## config.mk

```make
export PLATFORM = sky130hd
export DESIGN_NAME = brc_regs
export DESIGN_NICKNAME = d
export VERILOG_FILES = /design/src/sv/brc_pkg.sv /design/src/sv/brc_regs.sv
export SDC_FILE = /design/constraint.sdc
export NUM_CORES = 1
export LEC_CHECK = 0
export ABC_AREA = 1
export BUFFER_PORTS_ARGS = -buffer_cell sky130_fd_sc_hd__buf_2
export CAP_MARGIN = 20
export CORE_ASPECT_RATIO = 2
export CORE_MARGIN = 2
export CORE_UTILIZATION = 50
export DETAILED_ROUTE_END_ITERATION = 10
export PLACE_DENSITY = 0.88
export SETUP_SLACK_MARGIN = 0.02
export SLEW_MARGIN = 40
export SYNTH_ARGS = -nofsm -noshare
export SYNTH_HDL_FRONTEND = slang
export SYNTH_SLANG_ARGS = --single-unit
export TNS_END_PERCENT = 100
```

## constraint.sdc

```tcl
create_clock -name clk -period 3.3 [get_ports clk]
set_input_delay 0.495 -clock clk [delete_from_list [all_inputs] [get_ports clk]]
set_output_delay 0.495 -clock clk [all_outputs]
set_load 0.1 [all_outputs]
```

## src/sv/brc_pkg.sv

```systemverilog
// Shared types, constants and rounding helpers for the barometer compensation block.
// No dependencies; every other file imports this package.
`timescale 1ns / 1ps
package brc_pkg;

	localparam int FRAC_BITS = 8;

	// register indexes (word address = byte address / 4)
	localparam logic [2:0] REG_AC1_AC2 = 3'd0;
	localparam logic [2:0] REG_AC3_AC4 = 3'd1;
	localparam logic [2:0] REG_AC5_AC6 = 3'd2;
	localparam logic [2:0] REG_B1_B2   = 3'd3;
	localparam logic [2:0] REG_MC_MD   = 3'd4;

	// shared long divider geometry
	localparam int DIV_NW = 71;
	localparam int DIV_DW = 39;
	localparam int DIV_QW = 38;
	localparam int DIV_HW = DIV_NW - DIV_QW;

	typedef struct packed {
		logic signed [15:0] ac1;
		logic signed [15:0] ac2;
		logic signed [15:0] ac3;
		logic        [15:0] ac4;
		logic        [15:0] ac5;
		logic        [15:0] ac6;
		logic signed [15:0] b1;
		logic signed [15:0] b2;
		logic signed [15:0] mc;
		logic signed [15:0] md;
	} cal_t;

	// temperature front end to pressure back end
	typedef struct packed {
		logic signed [26:0] tw;
		logic signed [15:0] tout;
		logic               dz;
		logic        [23:0] rp;
	} temp_res_t;

	// round to nearest by 2^k, ties away from zero
	function automatic logic signed [71:0] rnd_sh(input logic signed [71:0] v, input int k);
		logic [71:0] mag;
		logic [71:0] q;
		mag = v[71] ? 72'(-v) : 72'(v);
		if (k == 0) begin
			q = mag;
		end else begin
			q = (mag + (72'd1 << (k - 1))) >> k;
		end
		return v[71] ? -$signed(q) : $signed(q);
	endfunction

endpackage

```

## src/sv/brc_regs.sv

```systemverilog
// APB register file holding the five packed calibration registers.
// Depends on brc_pkg.
`timescale 1ns / 1ps
module brc_regs (
	input  logic               clk,
	input  logic               arst_n,
	input  logic               psel,
	input  logic               penable,
	input  logic               pwrite,
	input  logic [4:0]         paddr,
	input  logic [31:0]        pwdata,
	output logic [31:0]        prdata,
	output logic               pready,
	output brc_pkg::cal_t      cal
);
	import brc_pkg::*;

	logic [31:0] r0_q, r1_q, r2_q, r3_q, r4_q;
	logic        wr;
	logic [2:0]  idx;

	assign idx    = paddr[4:2];
	assign wr     = psel && penable && pwrite;
	assign pready = 1'b1;

	always_ff @(posedge clk or negedge arst_n) begin
		if (!arst_n) begin
			r0_q <= '0;
			r1_q <= '0;
			r2_q <= '0;
			r3_q <= '0;
			r4_q <= '0;
		end else if (wr) begin
			unique case (idx)
				REG_AC1_AC2: r0_q <= pwdata;
				REG_AC3_AC4: r1_q <= pwdata;
				REG_AC5_AC6: r2_q <= pwdata;
				REG_B1_B2:   r3_q <= pwdata;
				REG_MC_MD:   r4_q <= pwdata;
				default: ;
			endcase
		end
	end

	always_comb begin
		unique case (idx)
			REG_AC1_AC2: prdata = r0_q;
			REG_AC3_AC4: prdata = r1_q;
			REG_AC5_AC6: prdata = r2_q;
			REG_B1_B2:   prdata = r3_q;
			REG_MC_MD:   prdata = r4_q;
			default:     prdata = '0;
		endcase
	end

	assign cal.ac1 = $signed(r0_q[31:16]);
	assign cal.ac2 = $signed(r0_q[15:0]);
	assign cal.ac3 = $signed(r1_q[31:16]);
	assign cal.ac4 = r1_q[15:0];
	assign cal.ac5 = r2_q[31:16];
	assign cal.ac6 = r2_q[15:0];
	assign cal.b1  = $signed(r3_q[31:16]);
	assign cal.b2  = $signed(r3_q[15:0]);
	assign cal.mc  = $signed(r4_q[31:16]);
	assign cal.md  = $signed(r4_q[15:0]);

endmodule

```

==> results.yml <==
sta:
  setup_viol: 0
  rsz0062_at_grt: "false"
  fin_crit_ns: 2.68
  holdWs_ns: 0.0914
  setup_tns_ns: 0
  fin_skew_ns: 0
  final_hold_viol_count: 0
  post-route-period-util_pct: 81.2
  slew_headroom_pct: 51.5
  fmax_ghz: 0.373
  worstMarginPinSlew_ns: 0.727
  slew_violations: 0
logic_synthesis:
  synth_ff_type: "dfrtp_1"
  synth-edff-count: 0
  synthTopCellsByArea: "dfrtp_1, nand2_1, o21ai_0"
  ys_top_cells_by_count: "nand2_1, dfrtp_1, o21ai_0"
  syn_area_um2: 7610
  yosys_register_bits: 160
  synthMostInstantiatedCell: "nand2_1"
  ys.warnings.count: 0
  synth_cell_types: 25
  syn_inst: 934
  ys_seq_area_share_pct: 52.6
  syn_nets: 976
  yosysTopAreaCellShare_pct: 52.6
  yosysTopAreaCell: "dfrtp_1"
  syn_area_per_cell_um2: 8.15
  synthArstFlopShare_pct: 100
worst_hold_path:
  min-delay-path-class: "in2async"
power_and_ir_drop:
  swShare_pct: 54.4
  p_leak_nw: 5.33
  peakVddDrop_mv: 0.715
  power.density_nw_per_um2: 933
  combPwrFrac_pct: 49.6
  p_switching_w: 0.00502
  pwr-share-clk_pct: 21.9
  internal-power_w: 0.00421
  p_seq_share_pct: 28.5
clocking:
  cts_buffers: 17
  cts_hold_buf: 0
  clock_latency_ns: 0.41
  cts_buffer_depth: 2
  post_cts_buffers: 0
  cts_tree: "done"
  cts.sinks: 160
  clock-root-buffer: "clkbuf_16"
  h-tree-depth: 4
  path_clk_slew_ns: 0.07
  cts_resized: 0
finish:
  regArea_um2: 4000
  stdcell_area_um2: 9890
  nNetsFinal: 1178
  syn_to_final_growth_pct: 30.0
  layout-drive-gt1-share_pct: 27.1
  multi_input_area_um2: 2900
  fillers: 1239
route:
  vias_per_cell: 5.55
  drt_pass1_iterations: 6
  drc: 0
  drt-initial-drc-count: 538
  detail-route-antenna-nets: 0
  wire_per_inst_um: 18.5
  drt-total-wl_mm: 24.8
  dr_total_vias: 7470
placed_design:
  io_buffers: 231
  placed_area_um2: 9280
  gp_congestion: 0.837
  dpl.hpwl_mm: 16.4
grt:
  grt_antenna_before_repair: 1
  grt_pass1_vias: 7480
  gr-total-overflow: 0
  grt_pass1_wl_mm: 38.8
  grt_max_degree: 75
  globalRouteTotalUtil_pct: 30.8
floorplan:
  core_area_um2: 14800
  initial_core_util_pct: 51.4
  rows: 63
  die-area_um2: 16300
  num_io_pins: 235
  die_y_um: 178
  die_w_um: 91.2
critical_path:
  path_max_fanout: 20
  critPathCaptureType: "primary output"
  r2r_cells: 2
  start_kind: "input port"
  cp.arrival_ns: 2.18
  cp_data_required_time_ns: 2.80
  crit_type: "in2out"
outcome:
  status: "completed"
flow_run:
  maxCapViolCount: 0
==> per-stage QoR <==
step	util (%)	setup WS, ns	cells	power, W
floorplan	-	0.862	934	0.00629
global placement	62.6	0.653	1312	0.00718
detailed placement	62.6	0.613	1312	0.00724
CTS	66.7	0.664	1344	0.00925
global route	66.8	0.581	1345	0.00952
finish	66.8	0.622	1345	0.00923
==> metal layers <==
layer  part of all wire (%)  global-route usage [%]
met1                     35                    34.7
met2                     52                    52.9
met3                    7.4                    5.28
met4                    5.9                    21.1
met5                      0                       0
==> critical path: stages <==
cell and delay [ns]:
buf_2 0.30, inv_4 0.32, nand3_2 0.14, inv_2 0.43, nand2_1 0.12, nand2_1 0.16
buf_12 0.19
==> layout make-up <==
cell class	count	area share, %
clock buffers	20	4.62
diodes	1	0.0253
multi-input cells	623	29.3
clock inverters	12	1.52
repair buffers	249	18.2
well taps	195	2.47
inverters	85	3.33
flip-flops and latches	160	40.5
==> sequential cells by signal (all words and copies together), names as in the netlist <==
signal / count
r1_q: 32
r0_q: 32
r3_q: 32
r2_q: 32
r4_q: 32
==> power groups by stage <==
stage	clock network [W]	registers (W)	logic (W)
finish	0.00202	0.00263	0.00458
global route	0.00211	0.00268	0.00472
CTS	0.00203	0.00262	0.00459
detailed placement	0	0.00265	0.00459
global placement	0	0.00264	0.00455
floorplan	0	0.00536	0.000928
==> worst paths after layout <==
path	from	endpoint	slack, ns
min	arst_n	r2_q[22]	0.09
max	paddr[2]	prdata[18]	0.62
min reg2reg	r1_q[24]	r1_q[24]	0.51
max in group asynchronous	arst_n	r4_q[1]	2.36
min in group clk	pwdata[17]	r3_q[17]	0.29
max reg2reg	r2_q[10]	r2_q[10]	2.54
==> cells in the final DEF (no fill, tap or decap) <==
cell | netlist | routed
inv_8 | 0 | 2
nand3_2 | 1 | 1
clkbuf_1 | 24 | 1
buf_12 | 0 | 34
buf_6 | 8 | 1
inv_4 | 2 | 2
dfrtp_1 | 160 | 160
o21ai_0 | 142 | 142
clkbuf_16 | 0 | 17
buf_2 | 22 | 198
inv_2 | 2 | 2
inv_1 | 80 | 80
nand2_2 | 9 | 9
o21ai_1 | 25 | 25
nand4_1 | 48 | 48
clkinv_4 | 0 | 4
nand2_4 | 1 | 1
conb_1 | 1 | 1
bufinv_16 | 0 | 2
clkbuf_8 | 0 | 2
nand3_1 | 65 | 65
buf_4 | 7 | 16
o21ai_2 | 8 | 8
inv_6 | 1 | 3
nand2_1 | 268 | 268
nand3_4 | 4 | 4
clkinvlp_4 | 0 | 2
diode_2 | 0 | 1
nor2_4 | 3 | 3
nor2_1 | 48 | 48
==> kinds of logic after synthesis <==
family	after synthesis	synth area share, %
flops	160	52.6
buf+inv	151	9.24
simple gates	447	26.2
other cells	1	0.0493
compound gates	175	11.9
(Power assumes the default switching activity.)
